**config.mk**
```make
export PLATFORM = sky130hd
export DESIGN_NAME = chunk_packet_framer_crc8_unit
export DESIGN_NICKNAME = d
export VERILOG_FILES = /design/src/rtl/core/cpfc_pkg.sv /design/src/rtl/core/cpfc_front.sv /design/src/rtl/core/cpfc_queue.sv /design/src/rtl/core/cpfc_back.sv /design/src/rtl/core/chunk_packet_framer_crc8_unit.sv
export SDC_FILE = /design/constraint.sdc
export NUM_CORES = 1
export LEC_CHECK = 0
export BUFFER_PORTS_ARGS = -buffer_cell sky130_fd_sc_hd__buf_4
export CAP_MARGIN = 10
export CORE_AREA = 2 2 159 161
export DETAILED_ROUTE_END_ITERATION = 8
export DIE_AREA = 0 0 161 163
export GPL_TIMING_DRIVEN = 0
export PLACE_DENSITY_LB_ADDON = 0.05
export REMOVE_ABC_BUFFERS = 1
export SYNTH_ARGS = -nofsm -noshare
export SYNTH_HDL_FRONTEND = slang
export SYNTH_SLANG_ARGS = --single-unit
```
**constraint.sdc**
```tcl
create_clock -name clock -period 6.8 [get_ports clock]
set_input_delay 0 -clock clock [delete_from_list [all_inputs] [get_ports clock]]
set_output_delay 0 -clock clock [all_outputs]
set_load 0.02 [all_outputs]
```
**src/rtl/core/cpfc_pkg.sv**
```systemverilog
// Package: shared types, constants and the CRC8 step for the chunk packet framer.
`timescale 1ns / 1ps
`default_nettype none

package cpfc_pkg;

   localparam int ByteW = 8;
   localparam int PosW  = 4;

   // Register indexes of the configuration port.
   localparam logic [2:0] REG_SYNC_FIRST    = 3'd0;
   localparam logic [2:0] REG_SYNC_SECOND   = 3'd1;
   localparam logic [2:0] REG_CHUNK_COMMAND = 3'd2;
   localparam logic [2:0] REG_FOOT_MARKER   = 3'd3;
   localparam logic [2:0] REG_END_COMMAND   = 3'd4;

   // Byte positions inside a chunk frame.
   localparam logic [PosW-1:0] POS_SYNC_FIRST  = 4'd0;
   localparam logic [PosW-1:0] POS_SYNC_SECOND = 4'd1;
   localparam logic [PosW-1:0] POS_COMMAND     = 4'd2;
   localparam logic [PosW-1:0] POS_OFFSET_0    = 4'd3;
   localparam logic [PosW-1:0] POS_OFFSET_1    = 4'd4;
   localparam logic [PosW-1:0] POS_OFFSET_2    = 4'd5;
   localparam logic [PosW-1:0] POS_OFFSET_3    = 4'd6;
   localparam logic [PosW-1:0] POS_SIZE_0      = 4'd7;
   localparam logic [PosW-1:0] POS_SIZE_1      = 4'd8;
   localparam logic [PosW-1:0] POS_FOOT        = 4'd9;
   localparam logic [PosW-1:0] POS_HDR_CRC     = 4'd10;
   localparam logic [PosW-1:0] POS_DATA        = 4'd11;
   localparam logic [PosW-1:0] POS_DATA_CRC    = 4'd12;
   localparam logic [PosW-1:0] POS_TERM        = 4'd13;
   // In an end frame the CRC follows the command byte.
   localparam logic [PosW-1:0] POS_END_CRC     = 4'd3;

   localparam logic [ByteW-1:0] CRC_POLY   = 8'h07;
   localparam logic [ByteW-1:0] CRC_MSB    = 8'h80;
   localparam logic [ByteW-1:0] TERMINATOR = 8'hFF;

   typedef enum logic {
      OP_DATA = 1'b0,
      OP_END  = 1'b1
   } cpfc_op_type;

   typedef struct packed {
      logic [ByteW-1:0] sync_first;
      logic [ByteW-1:0] sync_second;
      logic [ByteW-1:0] chunk_command;
      logic [ByteW-1:0] foot_marker;
      logic [ByteW-1:0] end_command;
   } cpfc_cfg_type;

   // One queued item, already classified by the front.
   typedef struct packed {
      cpfc_op_type      opcode;
      logic             first_byte;
      logic             last_byte;
      logic [ByteW-1:0] data_byte;
      logic [31:0]      chunk_offset;
      logic [15:0]      chunk_size;
      logic [ByteW-1:0] data_crc;
   } cpfc_entry_type;

   // CRC8, poly 0x07, MSB first.
   function automatic logic [ByteW-1:0] crc8_byte(input logic [ByteW-1:0] crc,
                                                  input logic [ByteW-1:0] b);
      logic [ByteW-1:0] c;
      c = crc ^ b;
      for (int i = 0; i < ByteW; i++) begin
         if ((c & CRC_MSB) != '0) begin
            c = (c << 1) ^ CRC_POLY;
         end else begin
            c = c << 1;
         end
      end
      return c;
   endfunction

endpackage

`default_nettype wire

```
**src/rtl/core/cpfc_front.sv**
```systemverilog
// Front: accepts items, keeps the running payload CRC, builds queue entries.
`timescale 1ns / 1ps
`default_nettype none

module cpfc_front
   import cpfc_pkg::*;
(
   input  wire logic             clock,
   input  wire logic             reset,
   input  wire logic             req_valid,
   output logic                  req_ready,
   input  wire logic             req_opcode,
   input  wire logic [7:0]       req_data_byte,
   input  wire logic [31:0]      req_chunk_offset,
   input  wire logic [15:0]      req_chunk_size,
   input  wire logic             req_first_byte,
   input  wire logic             req_last_byte,
   input  wire logic             queue_full,
   output logic                  push,
   output cpfc_entry_type        push_entry
);

   logic [ByteW-1:0] data_crc_ff;
   logic [ByteW-1:0] data_crc_in;
   logic [ByteW-1:0] crc_base;
   logic [ByteW-1:0] crc_new;
   cpfc_op_type      op;

   assign req_ready = !queue_full;
   assign push      = req_valid && req_ready;
   assign op        = cpfc_op_type'(req_opcode);

   // A first byte restarts the payload CRC.
   assign crc_base = req_first_byte ? '0 : data_crc_ff;
   assign crc_new  = crc8_byte(crc_base, req_data_byte);

   always_comb begin
      data_crc_in = data_crc_ff;
      if (push && op == OP_DATA) begin
         data_crc_in = req_last_byte ? '0 : crc_new;
      end
   end

   always_ff @(posedge clock) begin
      if (reset) begin
         data_crc_ff <= '0;
      end else begin
         data_crc_ff <= data_crc_in;
      end
   end

   always_comb begin
      push_entry.opcode       = op;
      push_entry.first_byte   = req_first_byte;
      push_entry.last_byte    = req_last_byte;
      push_entry.data_byte    = req_data_byte;
      push_entry.chunk_offset = req_chunk_offset;
      push_entry.chunk_size   = req_chunk_size;
      push_entry.data_crc     = crc_new;
   end

endmodule

`default_nettype wire

```
**src/rtl/core/cpfc_queue.sv**
```systemverilog
// Queue: small FIFO of classified items between front and back.
`timescale 1ns / 1ps
`default_nettype none

module cpfc_queue
   import cpfc_pkg::*;
#(
   parameter int Depth = 4
) (
   input  wire logic           clock,
   input  wire logic           reset,
   input  wire logic           push,
   input  wire cpfc_entry_type push_entry,
   input  wire logic           pop,
   output cpfc_entry_type      head_entry,
   output logic                not_empty,
   output logic                full
);

   localparam int PtrW = (Depth > 1) ? $clog2(Depth) : 1;
   localparam int CntW = $clog2(Depth + 1);

   cpfc_entry_type    entries_ff [Depth];
   logic [PtrW-1:0]   wr_ptr_ff, wr_ptr_in;
   logic [PtrW-1:0]   rd_ptr_ff, rd_ptr_in;
   logic [CntW-1:0]   count_ff, count_in;

   assign not_empty  = count_ff != '0;
   assign full       = count_ff == CntW'(Depth);
   assign head_entry = entries_ff[rd_ptr_ff];

   always_comb begin
      wr_ptr_in = wr_ptr_ff;
      rd_ptr_in = rd_ptr_ff;
      count_in  = count_ff;
      if (push) begin
         wr_ptr_in = (wr_ptr_ff == PtrW'(Depth - 1)) ? '0 : wr_ptr_ff + 1'b1;
      end
      if (pop) begin
         rd_ptr_in = (rd_ptr_ff == PtrW'(Depth - 1)) ? '0 : rd_ptr_ff + 1'b1;
      end
      if (push && !pop) begin
         count_in = count_ff + 1'b1;
      end else if (pop && !push) begin
         count_in = count_ff - 1'b1;
      end
   end

   always_ff @(posedge clock) begin
      if (reset) begin
         wr_ptr_ff <= '0;
         rd_ptr_ff <= '0;
         count_ff  <= '0;
      end else begin
         wr_ptr_ff <= wr_ptr_in;
         rd_ptr_ff <= rd_ptr_in;
         count_ff  <= count_in;
      end
   end

   always_ff @(posedge clock) begin
      if (push) begin
         entries_ff[wr_ptr_ff] <= push_entry;
      end
   end

`ifndef SYNTH
   a_count_bound: assert property (@(posedge clock) disable iff (reset)
      count_ff <= CntW'(Depth))
      else $error("queue count beyond depth");
   a_no_overflow: assert property (@(posedge clock) disable iff (reset)
      full && !pop |=> count_ff == CntW'(Depth))
      else $error("queue lost an entry while full");
   a_no_underflow: assert property (@(posedge clock) disable iff (reset)
      pop |-> not_empty)
      else $error("pop from empty queue");
`endif

endmodule

`default_nettype wire

```
**src/rtl/core/cpfc_back.sv**
```systemverilog
// Back: byte sequencer that expands queued items into frame bytes.
`timescale 1ns / 1ps
`default_nettype none

module cpfc_back
   import cpfc_pkg::*;
(
   input  wire logic            clock,
   input  wire logic            reset,
   input  wire cpfc_cfg_type    cfg,
   input  wire cpfc_entry_type  head_entry,
   input  wire logic            head_valid,
   output logic                 pop,
   output logic                 rsp_valid,
   input  wire logic            rsp_ready,
   output logic [7:0]           rsp_out_byte,
   output logic                 rsp_frame_end,
   output logic                 rsp_last_of_item
);

   logic             started_ff, started_in;
   logic [PosW-1:0]  pos_ff, pos_in;
   logic [ByteW-1:0] hdr_crc_ff, hdr_crc_in;
   logic             rsp_valid_ff, rsp_valid_in;
   logic [ByteW-1:0] rsp_byte_ff;
   logic             rsp_frame_end_ff;
   logic             rsp_last_ff;

   logic             advance;
   logic             is_end;
   logic [PosW-1:0]  start_pos;
   logic [PosW-1:0]  end_pos;
   logic [PosW-1:0]  cur_pos;
   logic [ByteW-1:0] cur_byte;
   logic             cur_frame_end;
   logic             cur_last;
   logic             cur_is_hdr;

   assign is_end    = head_entry.opcode == OP_END;
   assign start_pos = (is_end || head_entry.first_byte) ? POS_SYNC_FIRST : POS_DATA;
   assign end_pos   = is_end ? POS_END_CRC
                    : (head_entry.last_byte ? POS_TERM : POS_DATA);
   assign cur_pos   = started_ff ? pos_ff : start_pos;
   assign cur_last  = cur_pos == end_pos;

   // Output register can take a byte when empty or draining.
   assign advance = head_valid && (!rsp_valid_ff || rsp_ready);
   assign pop     = advance && cur_last;

   always_comb begin
      cur_byte      = '0;
      cur_frame_end = 1'b0;
      cur_is_hdr    = 1'b0;
      if (is_end) begin
         unique case (cur_pos)
            POS_SYNC_FIRST: begin
               cur_byte   = cfg.sync_first;
               cur_is_hdr = 1'b1;
            end
            POS_SYNC_SECOND: begin
               cur_byte   = cfg.sync_second;
               cur_is_hdr = 1'b1;
            end
            POS_COMMAND: begin
               cur_byte   = cfg.end_command;
               cur_is_hdr = 1'b1;
            end
            POS_END_CRC: begin
               cur_byte      = hdr_crc_ff;
               cur_frame_end = 1'b1;
            end
            default: cur_byte = '0;
         endcase
      end else begin
         unique case (cur_pos)
            POS_SYNC_FIRST:  begin cur_byte = cfg.sync_first;   cur_is_hdr = 1'b1; end
            POS_SYNC_SECOND: begin cur_byte = cfg.sync_second;  cur_is_hdr = 1'b1; end
            POS_COMMAND:     begin cur_byte = cfg.chunk_command; cur_is_hdr = 1'b1; end
            POS_OFFSET_0: begin
               cur_byte   = head_entry.chunk_offset[7:0];
               cur_is_hdr = 1'b1;
            end
            POS_OFFSET_1: begin
               cur_byte   = head_entry.chunk_offset[15:8];
               cur_is_hdr = 1'b1;
            end
            POS_OFFSET_2: begin
               cur_byte   = head_entry.chunk_offset[23:16];
               cur_is_hdr = 1'b1;
            end
            POS_OFFSET_3: begin
               cur_byte   = head_entry.chunk_offset[31:24];
               cur_is_hdr = 1'b1;
            end
            POS_SIZE_0: begin
               cur_byte   = head_entry.chunk_size[7:0];
               cur_is_hdr = 1'b1;
            end
            POS_SIZE_1: begin
               cur_byte   = head_entry.chunk_size[15:8];
               cur_is_hdr = 1'b1;
            end
            POS_FOOT:     begin cur_byte = cfg.foot_marker; cur_is_hdr = 1'b1; end
            POS_HDR_CRC:  cur_byte = hdr_crc_ff;
            POS_DATA:     cur_byte = head_entry.data_byte;
            POS_DATA_CRC: cur_byte = head_entry.data_crc;
            POS_TERM: begin
               cur_byte      = TERMINATOR;
               cur_frame_end = 1'b1;
            end
            default: cur_byte = '0;
         endcase
      end
   end

   // Header CRC is folded one byte per emitted header byte.
   always_comb begin
      started_in   = started_ff;
      pos_in       = pos_ff;
      hdr_crc_in   = hdr_crc_ff;
      rsp_valid_in = rsp_valid_ff;
      if (rsp_valid_ff && rsp_ready) begin
         rsp_valid_in = 1'b0;
      end
      if (advance) begin
         rsp_valid_in = 1'b1;
         started_in   = !cur_last;
         pos_in       = cur_pos + 1'b1;
         if (cur_is_hdr) begin
            hdr_crc_in = crc8_byte((cur_pos == POS_SYNC_FIRST) ? '0 : hdr_crc_ff,
                                   cur_byte);
         end
      end
   end

   always_ff @(posedge clock) begin
      if (reset) begin
         started_ff   <= 1'b0;
         pos_ff       <= '0;
         rsp_valid_ff <= 1'b0;
      end else begin
         started_ff   <= started_in;
         pos_ff       <= pos_in;
         rsp_valid_ff <= rsp_valid_in;
      end
   end

   always_ff @(posedge clock) begin
      hdr_crc_ff <= hdr_crc_in;
      if (advance) begin
         rsp_byte_ff      <= cur_byte;
         rsp_frame_end_ff <= cur_frame_end;
         rsp_last_ff      <= cur_last;
      end
   end

   assign rsp_valid        = rsp_valid_ff;
   assign rsp_out_byte     = rsp_byte_ff;
   assign rsp_frame_end    = rsp_frame_end_ff;
   assign rsp_last_of_item = rsp_last_ff;

`ifndef SYNTH
   a_frame_end_closes_item: assert property (@(posedge clock) disable iff (reset)
      rsp_valid_ff && rsp_frame_end_ff |-> rsp_last_ff)
      else $error("frame end before last byte of item");
   a_started_has_head: assert property (@(posedge clock) disable iff (reset)
      started_ff |-> head_valid)
      else $error("sequencer mid-item with empty queue");
   a_pos_bound: assert property (@(posedge clock) disable iff (reset)
      started_ff |-> pos_ff <= POS_TERM)
      else $error("sequencer position out of range");
`endif

endmodule

`default_nettype wire

```
**src/rtl/core/chunk_packet_framer_crc8_unit.sv**
```systemverilog
// Top level: chunk packet framer with CRC8, config registers and front/back pipes.
`timescale 1ns / 1ps
`default_nettype none

// Turns a stream of payload items into framed serial bytes, one byte per
// rsp item. A data item that is neither first nor last gives one byte and
// the block sustains one such item per cycle unless stalled. A first byte
// adds the 11-byte chunk header (sync, sync, command, offset LE, size LE,
// foot, header CRC8), a last byte adds the data CRC8 and 0xFF, and an end
// request gives four bytes (sync, sync, end command, CRC8). A single output
// register gives one byte per cycle unless stalled; an item makes 1 to 14
// bytes. A queue of QueueDepth items lets req keep flowing while header
// bursts drain. CRC8 is poly 0x07, init 0, MSB first. The five 8-bit marker
// registers are written through the csr port (index 0..4, others ignored)
// and must only change while the block is idle; csr_ready is always high.
module chunk_packet_framer_crc8_unit
   import cpfc_pkg::*;
#(
   parameter int QueueDepth = 4
) (
   input  wire logic        clock,
   input  wire logic        reset,
   // configuration
   input  wire logic        csr_valid,
   output logic             csr_ready,
   input  wire logic [2:0]  csr_index,
   input  wire logic [7:0]  csr_data,
   // items in
   input  wire logic        req_valid,
   output logic             req_ready,
   input  wire logic        req_opcode,
   input  wire logic [7:0]  req_data_byte,
   input  wire logic [31:0] req_chunk_offset,
   input  wire logic [15:0] req_chunk_size,
   input  wire logic        req_first_byte,
   input  wire logic        req_last_byte,
   // bytes out
   output logic             rsp_valid,
   input  wire logic        rsp_ready,
   output logic [7:0]       rsp_out_byte,
   output logic             rsp_frame_end,
   output logic             rsp_last_of_item
);

   cpfc_cfg_type   cfg_ff, cfg_in;
   cpfc_entry_type push_entry;
   cpfc_entry_type head_entry;
   logic           push;
   logic           pop;
   logic           head_valid;
   logic           queue_full;

   assign csr_ready = 1'b1;

   always_comb begin
      cfg_in = cfg_ff;
      if (csr_valid && csr_ready) begin
         unique case (csr_index)
            REG_SYNC_FIRST:    cfg_in.sync_first    = csr_data;
            REG_SYNC_SECOND:   cfg_in.sync_second   = csr_data;
            REG_CHUNK_COMMAND: cfg_in.chunk_command = csr_data;
            REG_FOOT_MARKER:   cfg_in.foot_marker   = csr_data;
            REG_END_COMMAND:   cfg_in.end_command   = csr_data;
            default:           cfg_in = cfg_ff;
         endcase
      end
   end

   always_ff @(posedge clock) begin
      if (reset) begin
         cfg_ff <= '0;
      end else begin
         cfg_ff <= cfg_in;
      end
   end

   // front: accept, classify, fold payload CRC
   cpfc_front u_front (
      .clock            (clock),
      .reset            (reset),
      .req_valid        (req_valid),
      .req_ready        (req_ready),
      .req_opcode       (req_opcode),
      .req_data_byte    (req_data_byte),
      .req_chunk_offset (req_chunk_offset),
      .req_chunk_size   (req_chunk_size),
      .req_first_byte   (req_first_byte),
      .req_last_byte    (req_last_byte),
      .queue_full       (queue_full),
      .push             (push),
      .push_entry       (push_entry)
   );

   cpfc_queue #(
      .Depth (QueueDepth)
   ) u_queue (
      .clock      (clock),
      .reset      (reset),
      .push       (push),
      .push_entry (push_entry),
      .pop        (pop),
      .head_entry (head_entry),
      .not_empty  (head_valid),
      .full       (queue_full)
   );

   // back: one frame byte per cycle into the output register unless stalled
   cpfc_back u_back (
      .clock            (clock),
      .reset            (reset),
      .cfg              (cfg_ff),
      .head_entry       (head_entry),
      .head_valid       (head_valid),
      .pop              (pop),
      .rsp_valid        (rsp_valid),
      .rsp_ready        (rsp_ready),
      .rsp_out_byte     (rsp_out_byte),
      .rsp_frame_end    (rsp_frame_end),
      .rsp_last_of_item (rsp_last_of_item)
   );

endmodule

`default_nettype wire
```
==> impl_metrics.yaml <==
grt:
  grt_max_degree: 62
  grt_usage_pct: 24.79
  grt_overflow: 0
  grt_pass1_wl_mm: 49.13
  first_global_vias: 8589
  antenna_found_initial: 0
route:
  drc: 0
  wl_per_cell_um: 21.83
  num_vias: 8685
  drtPass1Iterations: 5
  wirelength_mm: 31.61
  ant_nets: 0
  via_per_inst: 5.998
  drtIter0Drc: 893
placement:
  place_ws_ns: 1.177
  gp_congestion: 0.8397
  dp_hpwl_mm: 19.60
  port_buffers: 86
  placed_cells_incl_taps: 1312
clock_network:
  clkSlewWorstSetupHoldPaths_ns: 0.06
  hold_buffers: 71
  cts_tree: "yes"
  htree_levels: 2
  cts_made_buffers: 36
  clk_path_buf_depth: 3
  clkSinkCount: 349
  postCtsSetupBuffers: 0
  cts_resized: 0
  clock-root-buffer: "clkbuf_16"
  clk_latency_ns: 0.51
finish:
  diodes: 0
  drive_gt1_share_pct: 20.21
  nFillCells: 1616
  syn2layout_area_growth_pct: 19.56
  nNetsFinal: 1177
  fin_cells: 1448
die:
  initial_utilization_pct: 59.05
  io_pins: 88
  core_area_sq_um: 24670
  rows: 58
  dieArea_sq_um: 26240
  fp.dieW_um: 161
  die_y_um: 163
setup_path:
  path_class: "flip-flop to flip-flop"
  crit_arrival_ns: 5.93
  worst_path_max_delay_cell: "ha_1"
  cp_max_fo: 40
  endpoint_kind: "flip-flop"
  startpoint_type: "flip-flop"
  crit_chain: "nor4b_1, or4_1, nand2b_1, o21a_1, inv_1, ha_1, and4b_1, a22oi_1, nand4_1, a221oi_1, o22ai_1, xor2_1, xnor2_1, xnor3_1"
  slowest_delay_ns: 0.88
  worstPathRequired_ns: 7.05
sta:
  skew_ns: 0.01164
  period_minus_slack_ns: 5.682
  fmax_ghz: 0.1760
  setup_ws_ns: 1.118
  tightest_slew_ns: 1.199
  finalHoldViolations: 0
  rsz0062_at_grt: "false"
  totalNegativeSetupSlack_ns: 0
  slew_viol_final: 0
  setup_viol: 0
  fin_crit_sh_pct: 83.56
  slew_headroom_pct: 20.06
synthesis:
  synthFlopType: "edfxtp_1"
  ys_ff_latch: 349
  syn_inst: 943
  synth_edf_count: 286
  syn_avg_cell_area_sq_um: 15.45
  yosysWarnings: 0
  asyncSetResetFlopFracSynth_pct: 0
  synth_cell_types: 70
  ys_seq_area_share_pct: 67.60
  synth.cell_area_sq_um: 14570
power_and_ir_drop:
  leakagePower_nw: 5.852
  p_per_area_nw_per_um2: 349.0
  irDropWorstVdd_mv: 0.3055
flow_run:
  drv_cap: 0
hold_path:
  hold_path_class: "primary input to flip-flop"
status:
  status: "finished, final reports clean"
==> Yosys cell counts, drive strengths merged (13+ instances only) <==
master    n  share of area [%]
mux2i    22                1.5
nor2     43                1.1
clkbuf   32               0.82
xnor2    33                2.1
buf      22                1.2
xor2     15               0.95
a21oi    51                1.8
edfxtp  286                 59
dfxtp    63                8.7
nand2   116                3.0
mux4     61                9.4
a22oi    32                1.6
inv      13               0.33
==> worst max-delay path, delay by kind of cell (launching register included) <==
family	cells	cell delay [ns]
xor+xnor	3	0.71
fa+ha+maj	1	0.88
buf+inv	1	0.12
flops	1	0.74
simple gates	5	2.10
compound gates	4	0.85
==> sequential cells by signal, indices dropped and copies added (netlist names), named ones only <==
register                 count
u_back.rsp_out_byte          8
u_queue.count_ff             3
u_back.started_ff            1
u_back.pos_ff                4
u_queue.entries_ff         268
u_back.rsp_valid             1
u_back.rsp_frame_end         1
u_back.rsp_last_of_item      1
u_queue.wr_ptr_ff            2
cfg_ff                      40
u_queue.rd_ptr_ff            2
u_front.data_crc_ff          8
u_back.hdr_crc_ff            8
==> routing by layer <==
layer / GRT usage (%) / wire length [um] / part of all wire [%] / vias up
li1: - / - / - / 3951
met1: 34.84 / 13450 / 43 / 4388
met2: 41.03 / 15500 / 49 / 297
met3: 3.820 / 1880 / 5.9 / 49
met4: 6.981 / 778 / 2.5 / 0
met5: 0 / 0 / 0 / -
==> final timing paths <==
path | depth (start not counted) | end | from | slack [ns]
min reg2reg | 2 | cfg_ff[20]$_SDFFE_PP0P_ | cfg_ff[20]$_SDFFE_PP0P_ | 0.45
min | 2 | cfg_ff[3]$_SDFFE_PP0P_ | reset | 0.01
max reg2reg | 14 | u_back.hdr_crc_ff[3]$_DFFE_PP_ | flip-flop | 1.12
max | 14 | u_back.hdr_crc_ff[3]$_DFFE_PP_ | flip-flop | 1.12
==> cell type report <==
| cell class | count | area, sq um | share of cell area, % |
|---|---|---|---|
| Clock buffer | 50 | 1025 | 5.882 |
| Clock inverter | 15 | 145.1 | 0.8332 |
| Inverter | 13 | 48.80 | 0.2801 |
| Multi-Input combinational cell | 527 | 4398 | 25.25 |
| Sequential cell | 349 | 9857 | 56.58 |
| Tap cell | 330 | 412.9 | 2.370 |
| Timing Repair Buffer | 164 | 1534 | 8.806 |
==> cells by family after synthesis <==
group	share of synthesized area, %
other	0.02574
muxes	10.94
buffers and inverters	2.353
adders and majority gates	0.9961
xor gates and xnor gates	3.538
DFF	67.60
and+or+nand+nor	7.231
AOI/OAI and AO/OA	7.317
==> where the power goes <==
| part | switching, W | total (W) | internal [W] | leakage, nW |
|---|---|---|---|---|
| clock network | 0.000788 | 0.00193 | 0.00114 | 0.581 |
| logic | 0.000802 | 0.00139 | 0.000592 | 2.13 |
| registers | 0.000124 | 0.00276 | 0.00264 | 3.14 |
==> cell usage in the layout, fill, tap and decap left out, types with 13 or more instances in the layout <==
cell type and count:
a21oi_1 51, a22oi_1 32, buf_4 86, clkbuf_16 37
dfxtp_1 61, dlygate4sd3_1 71, edfxtp_1 286, inv_1 13
mux2i_1 22, mux4_2 61, nand2_1 116, nor2_1 43
xnor2_1 32, xor2_1 14
==> per-stage QoR <==
stage	cell area [sq um]	total power, W	util (%)	hold slack [ns]
after floorplan	14280	0.003721	-	0.06907
after detailed placement	15540	0.004150	62.98	0.2025
after CTS	17420	0.006096	70.60	0.01369
after global placement	15330	0.004131	62.15	0.2006
final	17420	0.006079	70.60	0.01204
after global routing	17420	0.006336	70.60	0.04457
Note: power is estimated with default switching activity, not from simulation.
